==> src/hdl/cbt_pkg.sv <==
// Package for the consumption budget tracker: widths, codes, queue entry type.
// Shared by the front end, the queue, the executor, the top level and the checker.
// No dependencies.
`default_nettype none

package cbt_pkg;

   // Table and key sizing
   localparam int RATE_SLOTS  = 16;
   localparam int ID_BITS     = 16;
   localparam int KEY_BITS    = ID_BITS + 1;
   localparam int SLOT_BITS   = (RATE_SLOTS > 1) ? $clog2(RATE_SLOTS) : 1;
   localparam int COUNT_BITS  = $clog2(RATE_SLOTS + 1);

   // Field widths
   localparam int MODE_BITS     = 3;
   localparam int ID_FIELD_BITS = 16;
   localparam int AMOUNT_BITS   = 32;
   localparam int STEPS_BITS    = 16;
   localparam int STATUS_BITS   = 3;
   localparam int CAP_BITS      = 32;
   localparam int ACTIVE_BITS   = 5;

   // Arithmetic widths: sum of all rates, then rates + one-shot + amount
   localparam int RATE_BITS = AMOUNT_BITS + $clog2(RATE_SLOTS);
   localparam int ACC_BITS  = RATE_BITS + 2;

   // Stream packing
   localparam int REQ_PRESENT_LSB = 0;
   localparam int REQ_ID_LSB      = 1;
   localparam int REQ_AMOUNT_LSB  = REQ_ID_LSB + ID_FIELD_BITS;
   localparam int REQ_STEPS_LSB   = REQ_AMOUNT_LSB + AMOUNT_BITS;
   localparam int REQ_DATA_BITS   = 72;
   localparam int RSP_REMAIN_LSB  = 0;
   localparam int RSP_COUNT_LSB   = CAP_BITS;
   localparam int RSP_DATA_BITS   = 40;
   localparam int RSP_PAD_BITS    = RSP_DATA_BITS - CAP_BITS - ACTIVE_BITS;

   // Queue between front end and executor
   localparam int QUEUE_DEPTH    = 2;
   localparam int QUEUE_PTR_BITS = 1;

   // Configuration registers
   localparam int CSR_ADDR_BITS = 2;
   localparam logic [CSR_ADDR_BITS-1:0] CSR_MAX_CAPACITY      = 2'd0;
   localparam logic [CSR_ADDR_BITS-1:0] CSR_RESERVED_CAPACITY = 2'd1;
   localparam logic [CSR_ADDR_BITS-1:0] CSR_INITIAL_CAPACITY  = 2'd2;

   localparam logic [CAP_BITS-1:0] MAX_CAPACITY_RESET      = 32'd256000;
   localparam logic [CAP_BITS-1:0] RESERVED_CAPACITY_RESET = 32'd0;
   localparam logic [CAP_BITS-1:0] INITIAL_CAPACITY_RESET  = 32'd128000;

   // Mode codes on the request channel
   localparam logic [MODE_BITS-1:0] MODE_ADD_RATE    = 3'd0;
   localparam logic [MODE_BITS-1:0] MODE_REMOVE_RATE = 3'd1;
   localparam logic [MODE_BITS-1:0] MODE_TRY_ONCE    = 3'd2;
   localparam logic [MODE_BITS-1:0] MODE_APPLY_ONCE  = 3'd3;
   localparam logic [MODE_BITS-1:0] MODE_APPLY_UNTIL = 3'd4;
   localparam logic [MODE_BITS-1:0] MODE_TICK        = 3'd5;

   typedef enum logic [2:0] {
      OP_ADD,
      OP_REMOVE,
      OP_TRY,
      OP_APPLY,
      OP_UNTIL,
      OP_TICK,
      OP_INVALID
   } op_type;

   typedef enum logic [STATUS_BITS-1:0] {
      STAT_OK        = 3'd0,
      STAT_REFUSED   = 3'd1,
      STAT_IGNORED   = 3'd2,
      STAT_NOT_FOUND = 3'd3,
      STAT_FULL      = 3'd4,
      STAT_OVERRUN   = 3'd5,
      STAT_DEPLETED  = 3'd6
   } status_type;

   // One classified item as it waits in the queue
   typedef struct packed {
      op_type                 op;
      logic [KEY_BITS-1:0]    key;
      logic [AMOUNT_BITS-1:0] amount;
      logic                   amount_zero;
      logic                   steps_zero;
   } entry_type;

endpackage

`default_nettype wire

==> src/hdl/cbt_front.sv <==
// Front end: takes request items, unpacks them and classifies the mode.
// Depends on cbt_pkg.
`default_nettype none

module cbt_front
   import cbt_pkg::*;
(
   input  wire logic                     reset,
   input  wire logic                     req_tvalid,
   output      logic                     req_tready,
   input  wire logic [REQ_DATA_BITS-1:0] req_tdata,
   input  wire logic [MODE_BITS-1:0]     req_tuser,
   input  wire logic                     queue_full,
   output      logic                     queue_push,
   output      entry_type                queue_entry
);

   logic                             present;
   logic [ID_FIELD_BITS-1:0]         id_field;
   logic [ID_BITS+ID_FIELD_BITS-1:0] id_wide;
   logic [ID_BITS-1:0]               id;
   logic [STEPS_BITS-1:0]            steps;

   // Unpack the payload
   assign present  = req_tdata[REQ_PRESENT_LSB];
   assign id_field = req_tdata[REQ_ID_LSB +: ID_FIELD_BITS];
   assign steps    = req_tdata[REQ_STEPS_LSB +: STEPS_BITS];
   assign id_wide  = {{ID_BITS{1'b0}}, id_field};
   assign id       = id_wide[ID_BITS-1:0];

   assign req_tready = !queue_full && !reset;
   assign queue_push = req_tvalid && req_tready;

   // Classify: anonymous key is zero, named keys carry a marker bit on top
   always_comb begin
      queue_entry.key         = present ? {1'b1, id} : '0;
      queue_entry.amount      = req_tdata[REQ_AMOUNT_LSB +: AMOUNT_BITS];
      queue_entry.amount_zero = (queue_entry.amount == '0);
      queue_entry.steps_zero  = (steps == '0);
      unique case (req_tuser)
         MODE_ADD_RATE:    queue_entry.op = OP_ADD;
         MODE_REMOVE_RATE: queue_entry.op = OP_REMOVE;
         MODE_TRY_ONCE:    queue_entry.op = OP_TRY;
         MODE_APPLY_ONCE:  queue_entry.op = OP_APPLY;
         MODE_APPLY_UNTIL: queue_entry.op = OP_UNTIL;
         MODE_TICK:        queue_entry.op = OP_TICK;
         default:          queue_entry.op = OP_INVALID;
      endcase
   end

endmodule

`default_nettype wire

==> src/hdl/cbt_queue.sv <==
// Short queue of classified items between the front end and the executor.
// Depends on cbt_pkg.
`default_nettype none

module cbt_queue
   import cbt_pkg::*;
(
   input  wire logic      clock,
   input  wire logic      reset,
   input  wire logic      push,
   input  wire entry_type push_entry,
   output      logic      full,
   input  wire logic      pop,
   output      logic      valid,
   output      entry_type pop_entry
);

   entry_type                 slot_ff [QUEUE_DEPTH];
   logic [QUEUE_PTR_BITS-1:0] wr_ptr_ff, wr_ptr_in;
   logic [QUEUE_PTR_BITS-1:0] rd_ptr_ff, rd_ptr_in;
   logic [QUEUE_PTR_BITS:0]   count_ff, count_in;

   assign full      = (count_ff == (QUEUE_PTR_BITS+1)'(QUEUE_DEPTH));
   assign valid     = (count_ff != '0);
   assign pop_entry = slot_ff[rd_ptr_ff];

   // Pointers wrap naturally, depth is a power of two
   always_comb begin
      wr_ptr_in = push ? wr_ptr_ff + 1'b1 : wr_ptr_ff;
      rd_ptr_in = pop  ? rd_ptr_ff + 1'b1 : rd_ptr_ff;
      count_in  = count_ff + (QUEUE_PTR_BITS+1)'(push) - (QUEUE_PTR_BITS+1)'(pop);
   end

   always_ff @(posedge clock) begin
      if (reset) begin
         wr_ptr_ff <= '0;
         rd_ptr_ff <= '0;
         count_ff  <= '0;
      end else begin
         wr_ptr_ff <= wr_ptr_in;
         rd_ptr_ff <= rd_ptr_in;
         count_ff  <= count_in;
      end
   end

   // Storage
   always_ff @(posedge clock) begin
      if (push) begin
         slot_ff[wr_ptr_ff] <= push_entry;
      end
   end

endmodule

`default_nettype wire

==> src/hdl/cbt_exec.sv <==
// Executor: rate table, budget state, configuration registers and result register.
// Runs each item through a lookup state, then a commit state. Depends on cbt_pkg.
`default_nettype none

module cbt_exec
   import cbt_pkg::*;
(
   input  wire logic                     clock,
   input  wire logic                     reset,
   input  wire logic                     csr_valid,
   output      logic                     csr_ready,
   input  wire logic [CSR_ADDR_BITS-1:0] csr_index,
   input  wire logic [CAP_BITS-1:0]      csr_data,
   input  wire logic                     queue_valid,
   input  wire entry_type                queue_entry,
   output      logic                     queue_pop,
   output      logic                     rsp_tvalid,
   input  wire logic                     rsp_tready,
   output      logic [RSP_DATA_BITS-1:0] rsp_tdata,
   output      logic [STATUS_BITS-1:0]   rsp_tuser
);

   typedef enum logic [1:0] {
      S_IDLE,
      S_LOOK,
      S_EXEC
   } state_type;

   // Sequencer and result register
   state_type              state_ff, state_in;
   entry_type              cur_ff, cur_in;
   logic                   rsp_valid_ff, rsp_valid_in;
   status_type             rsp_status_ff, rsp_status_in;
   logic [CAP_BITS-1:0]    rsp_remain_ff, rsp_remain_in;
   logic [ACTIVE_BITS-1:0] rsp_active_ff, rsp_active_in;

   // Lookup results, held for the commit cycle
   logic                   hit_ff, hit_in;
   logic [SLOT_BITS-1:0]   hit_idx_ff, hit_idx_in;
   logic                   free_ok_ff, free_ok_in;
   logic [SLOT_BITS-1:0]   free_idx_ff, free_idx_in;
   logic [ACC_BITS-1:0]    acc_ff, acc_in;
   logic [ACC_BITS-1:0]    tick_ff, tick_in;
   logic [CAP_BITS:0]      head_ff, head_in;

   // Budget state and configuration
   logic [RATE_SLOTS-1:0]  valid_ff, valid_in;
   logic [KEY_BITS-1:0]    key_ff [RATE_SLOTS];
   logic [AMOUNT_BITS-1:0] rate_ff [RATE_SLOTS];
   logic [RATE_BITS-1:0]   rate_total_ff, rate_total_in;
   logic [AMOUNT_BITS-1:0] one_shot_ff, one_shot_in;
   logic [CAP_BITS-1:0]    cap_left_ff, cap_left_in;
   logic [COUNT_BITS-1:0]  count_ff, count_in;
   logic [CAP_BITS-1:0]    max_cap_ff, max_cap_in;
   logic [CAP_BITS-1:0]    reserved_ff, reserved_in;
   logic [CAP_BITS-1:0]    initial_ff, initial_in;

   // Table write port
   logic                   tbl_we;
   logic [SLOT_BITS-1:0]   tbl_idx;

   // Combinational helpers
   logic                   match_hit;
   logic [SLOT_BITS-1:0]   match_idx;
   logic                   free_hit;
   logic [SLOT_BITS-1:0]   free_idx;
   logic                   out_free;
   logic                   acc_le;
   logic                   tick_le;
   logic                   tick_eq;
   logic [AMOUNT_BITS:0]   once_sum;
   logic [COUNT_BITS+ACTIVE_BITS-1:0] active_wide;
   status_type             status;

   assign csr_ready  = !reset;
   assign rsp_tvalid = rsp_valid_ff;
   assign rsp_tuser  = rsp_status_ff;
   assign rsp_tdata  = {{RSP_PAD_BITS{1'b0}}, rsp_active_ff, rsp_remain_ff};

   // Key match and lowest free slot; lowest index wins
   always_comb begin
      match_hit = 1'b0;
      match_idx = '0;
      free_hit  = 1'b0;
      free_idx  = '0;
      for (int i = RATE_SLOTS - 1; i >= 0; i--) begin
         if (valid_ff[i] && (key_ff[i] == cur_ff.key)) begin
            match_hit = 1'b1;
            match_idx = SLOT_BITS'(i);
         end
         if (!valid_ff[i]) begin
            free_hit = 1'b1;
            free_idx = SLOT_BITS'(i);
         end
      end
   end

   // Headroom compares; a negative headroom fails every test
   assign acc_le   = !head_ff[CAP_BITS] && (acc_ff <= ACC_BITS'(head_ff[CAP_BITS-1:0]));
   assign tick_le  = !head_ff[CAP_BITS] && (tick_ff <= ACC_BITS'(head_ff[CAP_BITS-1:0]));
   assign tick_eq  = !head_ff[CAP_BITS] && (tick_ff == ACC_BITS'(head_ff[CAP_BITS-1:0]));
   assign once_sum = {1'b0, one_shot_ff} + {1'b0, cur_ff.amount};
   assign out_free = !rsp_valid_ff || rsp_tready;

   // Sequencer and item execution
   always_comb begin
      state_in      = state_ff;
      cur_in        = cur_ff;
      rsp_valid_in  = rsp_valid_ff;
      rsp_status_in = rsp_status_ff;
      rsp_remain_in = rsp_remain_ff;
      rsp_active_in = rsp_active_ff;
      hit_in        = hit_ff;
      hit_idx_in    = hit_idx_ff;
      free_ok_in    = free_ok_ff;
      free_idx_in   = free_idx_ff;
      acc_in        = acc_ff;
      tick_in       = tick_ff;
      head_in       = head_ff;
      valid_in      = valid_ff;
      rate_total_in = rate_total_ff;
      one_shot_in   = one_shot_ff;
      cap_left_in   = cap_left_ff;
      count_in      = count_ff;
      max_cap_in    = max_cap_ff;
      reserved_in   = reserved_ff;
      initial_in    = initial_ff;
      tbl_we        = 1'b0;
      tbl_idx       = free_idx_ff;
      queue_pop     = 1'b0;
      status        = STAT_OK;
      active_wide   = '0;

      if (rsp_valid_ff && rsp_tready) begin
         rsp_valid_in = 1'b0;
      end

      unique case (state_ff)
         S_IDLE: begin
            if (queue_valid) begin
               queue_pop = 1'b1;
               cur_in    = queue_entry;
               state_in  = S_LOOK;
            end
         end
         S_LOOK: begin
            hit_in      = match_hit;
            hit_idx_in  = match_idx;
            free_ok_in  = free_hit;
            free_idx_in = free_idx;
            tick_in     = ACC_BITS'(rate_total_ff) + ACC_BITS'(one_shot_ff);
            acc_in      = ACC_BITS'(rate_total_ff) + ACC_BITS'(one_shot_ff)
                          + ACC_BITS'(cur_ff.amount);
            head_in     = {1'b0, max_cap_ff} - {1'b0, reserved_ff};
            state_in    = S_EXEC;
         end
         S_EXEC: begin
            if (out_free) begin
               unique case (cur_ff.op)
                  OP_ADD: begin
                     if (cur_ff.amount_zero) begin
                        status = STAT_IGNORED;
                     end else if (hit_ff) begin
                        // Replace the rate of an existing consumer
                        tbl_we        = 1'b1;
                        tbl_idx       = hit_idx_ff;
                        rate_total_in = rate_total_ff - RATE_BITS'(rate_ff[hit_idx_ff])
                                        + RATE_BITS'(cur_ff.amount);
                     end else if (free_ok_ff) begin
                        tbl_we                = 1'b1;
                        tbl_idx               = free_idx_ff;
                        valid_in[free_idx_ff] = 1'b1;
                        rate_total_in = rate_total_ff + RATE_BITS'(cur_ff.amount);
                        count_in      = count_ff + COUNT_BITS'(1);
                     end else begin
                        status = STAT_FULL;
                     end
                  end
                  OP_REMOVE: begin
                     if (hit_ff) begin
                        valid_in[hit_idx_ff] = 1'b0;
                        rate_total_in = rate_total_ff - RATE_BITS'(rate_ff[hit_idx_ff]);
                        count_in      = count_ff - COUNT_BITS'(1);
                     end else begin
                        status = STAT_NOT_FOUND;
                     end
                  end
                  OP_TRY: begin
                     status = acc_le ? STAT_OK : STAT_REFUSED;
                  end
                  OP_APPLY: begin
                     // Saturating one-shot accumulator
                     one_shot_in = once_sum[AMOUNT_BITS] ? '1 : once_sum[AMOUNT_BITS-1:0];
                  end
                  OP_UNTIL: begin
                     // max - acc >= reserved is the same test as acc <= headroom
                     if (!cur_ff.steps_zero) begin
                        if (acc_le) begin
                           cap_left_in = max_cap_ff - acc_ff[CAP_BITS-1:0];
                        end else begin
                           cap_left_in = reserved_ff;
                           status      = STAT_REFUSED;
                        end
                     end
                  end
                  OP_TICK: begin
                     if (!tick_le) begin
                        status = STAT_OVERRUN;
                     end else begin
                        cap_left_in = max_cap_ff - tick_ff[CAP_BITS-1:0];
                        one_shot_in = '0;
                        status      = tick_eq ? STAT_DEPLETED : STAT_OK;
                     end
                  end
                  default: begin
                     status = STAT_REFUSED;
                  end
               endcase

               active_wide   = {{ACTIVE_BITS{1'b0}}, count_in};
               rsp_valid_in  = 1'b1;
               rsp_status_in = status;
               rsp_remain_in = cap_left_in;
               rsp_active_in = active_wide[ACTIVE_BITS-1:0];

               // Go straight on to the next waiting item
               if (queue_valid) begin
                  queue_pop = 1'b1;
                  cur_in    = queue_entry;
                  state_in  = S_LOOK;
               end else begin
                  state_in = S_IDLE;
               end
            end
         end
         default: begin
            state_in = S_IDLE;
         end
      endcase

      // Register writes: host must issue these only with no item in flight (unchecked)
      if (csr_valid && csr_ready) begin
         unique case (csr_index)
            CSR_MAX_CAPACITY:      max_cap_in  = csr_data;
            CSR_RESERVED_CAPACITY: reserved_in = csr_data;
            CSR_INITIAL_CAPACITY: begin
               initial_in  = csr_data;
               cap_left_in = csr_data;
            end
            default: ;
         endcase
      end
   end

   // State, control and registered outputs
   always_ff @(posedge clock) begin
      if (reset) begin
         state_ff      <= S_IDLE;
         rsp_valid_ff  <= 1'b0;
         valid_ff      <= '0;
         rate_total_ff <= '0;
         one_shot_ff   <= '0;
         cap_left_ff   <= INITIAL_CAPACITY_RESET;
         count_ff      <= '0;
         max_cap_ff    <= MAX_CAPACITY_RESET;
         reserved_ff   <= RESERVED_CAPACITY_RESET;
         initial_ff    <= INITIAL_CAPACITY_RESET;
      end else begin
         state_ff      <= state_in;
         rsp_valid_ff  <= rsp_valid_in;
         valid_ff      <= valid_in;
         rate_total_ff <= rate_total_in;
         one_shot_ff   <= one_shot_in;
         cap_left_ff   <= cap_left_in;
         count_ff      <= count_in;
         max_cap_ff    <= max_cap_in;
         reserved_ff   <= reserved_in;
         initial_ff    <= initial_in;
      end
      cur_ff        <= cur_in;
      rsp_status_ff <= rsp_status_in;
      rsp_remain_ff <= rsp_remain_in;
      rsp_active_ff <= rsp_active_in;
      hit_ff        <= hit_in;
      hit_idx_ff    <= hit_idx_in;
      free_ok_ff    <= free_ok_in;
      free_idx_ff   <= free_idx_in;
      acc_ff        <= acc_in;
      tick_ff       <= tick_in;
      head_ff       <= head_in;
   end

   // Rate table payload, no reset
   always_ff @(posedge clock) begin
      if (tbl_we) begin
         key_ff[tbl_idx]  <= cur_ff.key;
         rate_ff[tbl_idx] <= cur_ff.amount;
      end
   end

endmodule

`default_nettype wire

==> src/hdl/consumption_budget_tracker_top.sv <==
// Top level of the consumption budget tracker: front end, queue and executor.
// Depends on cbt_pkg, cbt_front, cbt_queue and cbt_exec.
//
//   channel  direction  handshake             payload
//   req      in         req_tvalid/tready     tdata: present, id, amount, steps; tuser: mode
//   rsp      out        rsp_tvalid/tready     tdata: remaining, active_rates; tuser: status
//   csr      in         csr_valid/ready       csr_index, csr_data
//
// The executor handles each item as a table lookup followed by a commit, and takes
// the next item only as the current one commits; a stalled result holds the commit.
// Reset is synchronous; there is no clearing pass.
// A two-entry queue lets the front keep taking items while the executor waits
// on a stalled result register.
`default_nettype none

module consumption_budget_tracker_top
   import cbt_pkg::*;
(
   input  wire logic                     clock,
   input  wire logic                     reset,
   // Fields from bit 0: consumer_present, consumer_id, amount, steps, zero pad
   input  wire logic                     req_tvalid,
   output      logic                     req_tready,
   input  wire logic [REQ_DATA_BITS-1:0] req_tdata,
   // Fields: mode
   input  wire logic [MODE_BITS-1:0]     req_tuser,
   output      logic                     rsp_tvalid,
   input  wire logic                     rsp_tready,
   // Fields from bit 0: remaining, active_rates, zero pad
   output      logic [RSP_DATA_BITS-1:0] rsp_tdata,
   // Fields: status
   output      logic [STATUS_BITS-1:0]   rsp_tuser,
   input  wire logic                     csr_valid,
   output      logic                     csr_ready,
   input  wire logic [CSR_ADDR_BITS-1:0] csr_index,
   input  wire logic [CAP_BITS-1:0]      csr_data
);

   logic      queue_full;
   logic      queue_push;
   entry_type push_entry;
   logic      queue_pop;
   logic      queue_valid;
   entry_type pop_entry;

   cbt_front u_front (
      .reset       (reset),
      .req_tvalid  (req_tvalid),
      .req_tready  (req_tready),
      .req_tdata   (req_tdata),
      .req_tuser   (req_tuser),
      .queue_full  (queue_full),
      .queue_push  (queue_push),
      .queue_entry (push_entry)
   );

   cbt_queue u_queue (
      .clock      (clock),
      .reset      (reset),
      .push       (queue_push),
      .push_entry (push_entry),
      .full       (queue_full),
      .pop        (queue_pop),
      .valid      (queue_valid),
      .pop_entry  (pop_entry)
   );

   cbt_exec u_exec (
      .clock       (clock),
      .reset       (reset),
      .csr_valid   (csr_valid),
      .csr_ready   (csr_ready),
      .csr_index   (csr_index),
      .csr_data    (csr_data),
      .queue_valid (queue_valid),
      .queue_entry (pop_entry),
      .queue_pop   (queue_pop),
      .rsp_tvalid  (rsp_tvalid),
      .rsp_tready  (rsp_tready),
      .rsp_tdata   (rsp_tdata),
      .rsp_tuser   (rsp_tuser)
   );

endmodule

`default_nettype wire

==> config.mk <==
export PLATFORM = sky130hd
export DESIGN_NAME = consumption_budget_tracker_top
export DESIGN_NICKNAME = d
export VERILOG_FILES = /design/src/hdl/cbt_pkg.sv /design/src/hdl/cbt_front.sv /design/src/hdl/cbt_queue.sv /design/src/hdl/cbt_exec.sv /design/src/hdl/consumption_budget_tracker_top.sv
export SDC_FILE = /design/constraint.sdc
export NUM_CORES = 2
export LEC_CHECK = 0
export BUFFER_PORTS_ARGS = -buffer_cell sky130_fd_sc_hd__buf_4
export CORE_UTILIZATION = 58
export CTS_BUF_LIST = sky130_fd_sc_hd__clkbuf_8 sky130_fd_sc_hd__clkbuf_16
export DETAILED_ROUTE_END_ITERATION = 8
export GPL_ROUTABILITY_DRIVEN = 0
export PLACE_DENSITY = 0.75
export SLEW_MARGIN = 0
export SYNTH_ARGS = -nofsm -noshare
export SYNTH_HDL_FRONTEND = slang
export SYNTH_SLANG_ARGS = --single-unit
export TNS_END_PERCENT = 10
==> constraint.sdc <==
create_clock -name clock -period 21 [get_ports clock]
set_input_delay 2.1 -clock clock [delete_from_list [all_inputs] [get_ports clock]]
set_output_delay 2.1 -clock clock [all_outputs]
set_load 0.005 [all_outputs]
Word level (Yosys, flattened, before mapping)
Memory sizes are Yosys's and may differ from the RTL's. A register that Yosys moved wholly into a read port is not among the register bits. Cells that the tools add are included. Widths: inputs -> output; s select.

Add/subtract/negate cells: 15. Order comparisons: 6. Equality and inequality tests: 40. Multiplexer cells: 103. Bitwise gates (word level): 3. Reductions and logical operators: 56.

Operator list (count): $mux 32 (9); $eq 17x17->1 (16); $mux 36 (4); $pmux 32 s2 (2); $mux 54 (2); $pmux 54 s2 (1); $mux 4 (21); $le 38x32->1 (2); $add 36x32->36 (2); $pmux 36 s2 (1); $mux 16 (4); $sub 32x32->32 (2); $mux 3 (14); $add 38x32->38 (1); $eq 38x32->1 (1); $add 36x32->37 (1); $pmux 3 s6 (2); $sub 36x32->36 (1); $add 32x32->33 (1); $sub 32x32->33 (1); $logic_not 32->1 (1); $pmux 16 s2 (1); $logic_and 1x1->1 (25); $mux 1 (25); 41 further kinds (83).

Register bits after elaboration: 405. Memory bits (writable): 892. Memories kept: 3.

Memories: u_exec.rate_ff (words 16, bits a word 32, rd ports 1, clocked after memory_dff 0, wr ports 1, line cbt_exec.sv:49) `logic [AMOUNT_BITS-1:0] rate_ff [RATE_SLOTS];`; u_exec.key_ff (words 16, bits a word 17, rd ports 16, clocked after memory_dff 0, wr ports 1, line cbt_exec.sv:48) `logic [KEY_BITS-1:0] key_ff [RATE_SLOTS];`; u_queue.slot_ff (words 2, bits a word 54, rd ports 1, clocked after memory_dff 1, wr ports 1, line cbt_queue.sv:18) `entry_type slot_ff [QUEUE_DEPTH];`.

Depth between registers and ports, before layout
An unclocked memory read counts as a cell.

Depth after elaboration: 18. Mapped depth: 31. Depth with buffers taken out: 28.

Cells and area by module
A second synthesis with hierarchy kept.

Cells, all modules: 5232. Area, all modules: 65619.2 µm².

Modules (own cells, without submodules): cbt_exec (instances 1, cells each 4972, area an instance 60765.8 µm², seq. area each 33672.3 µm²); cbt_queue (instances 1, cells each 189, area an instance 4369.2 µm², seq. area each 3343.2 µm²); cbt_front (instances 1, cells each 71, area an instance 484.2 µm², seq. area each 0.0 µm²).

Least setup slack after synthesis
Ideal clock, no wire load.

Path kind: register to register. From: reg u_exec.hit_idx_ff[0]. To: reg u_exec.rate_total_ff[33]. Library setup time: 70 ps. Arrival: 6758 ps. Data required time: 20930 ps. Path slack: 14172 ps. Stages on the path, launching flop included: 31. Path buffers: 3. Cell sequence: edfxtp_1 > clkbuf_1 > clkbuf_1 > buf_1 > mux4_2 > mux4_2 > inv_1 > ha_1 > a211oi_2 > o211ai_2 > a31oi_4 > o21ai_2 > a31o_2 > a21oi_1 > o21bai_1 > a41oi_1 > xnor2_1 > mux2_2 > ha_1 > a21o_1 > a21o_1 > a21oi_1 > nand3_1 > o21ai_2 > a211oi_1 > a2111oi_4 > o211ai_1 > o21ai_1 > xor2_1 > nand3_1 > a21oi_1.

Cells in the longest elaborated chain, start to end: 6.

Ends and longest elaborated chain: from (decl) (line cbt_exec.sv:39) `logic [SLOT_BITS-1:0] hit_idx_ff, hit_idx_in;`; from (signal assigned) (line cbt_exec.sv:285) `hit_idx_ff <= hit_idx_in;`; $mem_v2 16x32 (*); $sub 36x32->36 (*) (line cbt_exec.sv:167, cbt_exec.sv:182); $add 36x32->36 (line cbt_exec.sv:168) `+ RATE_BITS'(cur_ff.amount);`; $mux 36 (line cbt_exec.sv:163) `end else if (hit_ff) begin`; $mux 36 (line cbt_exec.sv:161) `if (cur_ff.amount_zero) begin`; $pmux 36 s2 (*) (line cbt_exec.sv:159) `unique case (cur_ff.op)`; to (signal assigned) (line cbt_exec.sv:272) `rate_total_ff <= rate_total_in;`; to (decl) (line cbt_exec.sv:50) `logic [RATE_BITS-1:0] rate_total_ff, rate_total_in;`.

Mark *: on every way between the ends. The rest lies on a longest branch, timed or not. The select of a mux whose other input is x is not followed. A chain may end at the register's enable or synchronous reset.

Worst setup path in the final report
Ends and elaborated chain as after synthesis.

==> results by group <==
Clocking
  – Clock slew at reported path FFs: 0.07 ns
  – Clk sink count: 1297
  – Clock insertion delay at the later pin of the skew report: 0.79 ns
  – Count of cells resized by post-cts repair: 0
  – Hold Buf Count CTS: 0
  – CTS tree: built
  – Htree depth: 4
  – Clock root cell: sky130_fd_sc_hd__clkbuf_16
  – Maximum buffer depth of the clock tree: 3
  – CTS buffer count: 135
  – Post-CTS Setup Repair Bufs: 0

Timing
  – Worst setup skew after layout: 0.06027 ns
  – Tightest Pin Transition: 1.250 ns
  – Max_slew headroom: 15.90%
  – Post-layout min period: 8.416 ns
  – Final Max Slew Viols: 0
  – Upper clock frequency limit: 0.1188 GHz
  – Final hold violations: 0
  – Setup tns final: 0 ns
  – Final worst-path cycle share: 40.08%
  – Count of endpoints failing setup in the final report: 0
  – Unrepaired setup endpoints after global routing: false

Floorplan
  – Initial core utilization: 58.46%
  – Number of placement rows: 122
  – Top-Level Pins: 160
  – Die width: 336 um
  – Vert. Die Dim: 336 um
  – Full die area: 112900 um^2
  – Placeable core area: 110700 um^2

Hold path
  – Worst hold-check path type: reg -> reg

Yosys
  – Cell types occupying the most area after synthesis: sky130_fd_sc_hd__edfxtp_1, sky130_fd_sc_hd__ha_1, sky130_fd_sc_hd__dfxtp_1
  – Post-synth EDFFs: 1104
  – Mapped Area: 64700 um^2
  – Unique cell type count in the Yosys netlist: 96
  – Part of the Yosys area used for sequential elements: 57.21%
  – Leading area contributor after synthesis: sky130_fd_sc_hd__edfxtp_1
  – Average instance area after synthesis: 12.60 um^2
  – Post-synthesis async set-or-reset flop share: 0%
  – Number of warnings printed during yosys synthesis: 0
  – Main flop type after synthesis: sky130_fd_sc_hd__edfxtp_1
  – Flop and latch count out of synthesis: 1297
  – Area share of the largest cell type after synthesis: 51.24%
  – Synthesized instance count: 5137

Power
  – Power per standard cell area: 105.9 nW/um^2
  – Static power due to leakage: 0.02645 uW
  – Final Power: 7638 uW
  – Peak ir drop on the vdd network: 0.09877 mV

Worst setup path
  – Critical path's largest stage delay: 0.90 ns
  – Type of destination of the critical path: flop
  – Arrival time at the worst endpoint: 9.10 ns
  – WP data required: 21.69 ns
  – Critical Setup Path Class: reg -> reg
  – Critical path's most frequent cell: sky130_fd_sc_hd__a21oi_1
  – Critical path launch point type: flop
  – Critical path's slowest cell: sky130_fd_sc_hd__buf_4
  – Largest driver fanout on the critical path: 50

Route
  – Final routed DRC violation total: 0
  – Detailed-route via count: 42940
  – DR WL/cell: 23.51 um
  – Violation count after the first detailed-route iteration: 4264
  – Routed via count divided by cell count: 6.219
  – 1st-pass router iterations: 6
  – Post-DRT Antenna Nets: 0
  – WL final: 162400 um

Cells and area
  – Commonest non-fill, non-tap cells in the layout: sky130_fd_sc_hd__edfxtp_1, sky130_fd_sc_hd__nand2_1, sky130_fd_sc_hd__a21oi_1, sky130_fd_sc_hd__xnor2_1, sky130_fd_sc_hd__ha_1
  – Leading cell type in the layout, fill and taps excluded: sky130_fd_sc_hd__edfxtp_1
  – Share of final-layout standard cells stronger than drive strength 1: 13.81%
  – Area overhead of the layout relative to synthesis: 11.46%
  – Storage element area: 37020 um^2
  – Antenna diode instance count: 0
  – Fillers: 7855
  – Area taken by multi-input logic gates: 26220 um^2
  – Final layout net count: 5749

Place
  – Count of input and output buffers: 149
  – HPWL after detailed placement: 104500 um

Run status
  – Status: completed

Run
  – Max-cap viol count: 0

Global route
  – Aggregate global routing overflow: 0
  – First-pass GRT wire length: 247600 um
  – Total GRT Usage: 28.98%
  – Antenna violations before repair: 3
  – Number of global-route vias before repair: 42722
  – Maximum number of pins on one net before global-route repair: 71
==> cells by family (layout without fill, tap and decap cells) <==
group	count (synthesis)	count (layout)	share of synthesized area [%]
buf+inv	436	713	2.570
compound gates	1129	1129	11.19
flops	1297	1297	57.21
other cells	1	4	0.005796
fa+ha+maj	330	330	6.474
simple gates	1184	1184	8.503
mux	250	250	7.120
xor+xnor	510	510	6.927
==> stage by stage <==
step,setup WS (ns),cell area [um^2],hold WS (ns),cells,util [%]
after global routing,11.87,72120,0.4816,6905,65.17
after floorplan,14.17,64710,0.4363,5140,-
after detailed placement,12.58,67670,0.4465,6656,61.15
final,12.58,72120,0.4567,6905,65.17
after global placement,12.64,67670,0.4428,6656,61.15
after CTS,12.50,72120,0.4557,6905,65.17
==> layer usage <==
metal	part of all wire (%)	track usage (%)
met2	48	48.64
met4	3.7	11.62
met5	0	0
met1	40	37.91
met3	7.8	4.383
==> power breakdown <==
| group | switching [uW] | leakage (uW) | internal (uW) |
|---|---|---|---|
| clock | 1050 | 0.00226 | 1320 |
| sequential | 202 | 0.0116 | 3130 |
| combinational | 1160 | 0.0126 | 769 |
| total | 2410 | 0.0265 | 5220 |
==> cell usage after synthesis (82+ instances only) <==
cell type                     n
sky130_fd_sc_hd__a21o_1     124
sky130_fd_sc_hd__a21oi_1    384
sky130_fd_sc_hd__clkbuf_1   151
sky130_fd_sc_hd__dfxtp_1    193
sky130_fd_sc_hd__edfxtp_1  1104
sky130_fd_sc_hd__ha_1       322
sky130_fd_sc_hd__inv_1      242
sky130_fd_sc_hd__mux2_2      82
sky130_fd_sc_hd__mux4_2     160
sky130_fd_sc_hd__nand2_1    423
sky130_fd_sc_hd__nand4_1    102
sky130_fd_sc_hd__nor2_1     307
sky130_fd_sc_hd__o21ai_0    224
sky130_fd_sc_hd__xnor2_1    367
sky130_fd_sc_hd__xor2_1     142
==> cell type report <==
| type | count | share of cell area [%] |
|---|---|---|
| flip-flops and latches | 1297 | 51.33 |
| repair buffers | 222 | 2.311 |
| multi-input cells | 3407 | 36.35 |
| clock buffers | 144 | 4.903 |
| inverters | 242 | 1.261 |
| well taps | 1488 | 2.582 |
| clock inverters | 105 | 1.266 |
==> state kept, by name (all words and copies together) (netlist names), 5 cells and up, named ones only <==
name,flops
u_exec.rate_ff,512
u_exec.key_ff,272
u_queue.slot_ff,108
u_exec.cur_ff,54
u_exec.acc_ff,38
u_exec.tick_ff,37
u_exec.rate_total_ff,36
u_exec.head_ff,33
u_exec.cap_left_ff,32
u_exec.max_cap_ff,32
u_exec.one_shot_ff,32
u_exec.reserved_ff,32
u_exec.rsp_remain_ff,32
u_exec.valid_ff,16
u_exec.count_ff,5
u_exec.rsp_active_ff,5
==> critical path: cells and delay by family, from the launching register on <==
kind	cells	cell delay [ns]
mux	3	1.46
flops	1	0.42
fa+ha+maj	2	0.63
compound gates	17	3.50
buf+inv	3	1.73
xor+xnor	2	0.30
simple gates	2	0.23
==> final timing paths <==
| path | end | slack, ns | start | cells after the start |
|---|---|---|---|---|
| max | u_exec.rate_total_ff[33] | 12.58 | u_exec.hit_idx_ff[0] | 29 |
| min | u_exec.reserved_ff[23] | 0.46 | u_exec.reserved_ff[23] | 2 |
| max reg2reg | u_exec.rate_total_ff[33] | 12.58 | u_exec.hit_idx_ff[0] | 29 |
| min reg2reg | u_exec.reserved_ff[23] | 0.46 | u_exec.reserved_ff[23] | 2 |
No activity file was read; power rests on OpenSTA's default activity.
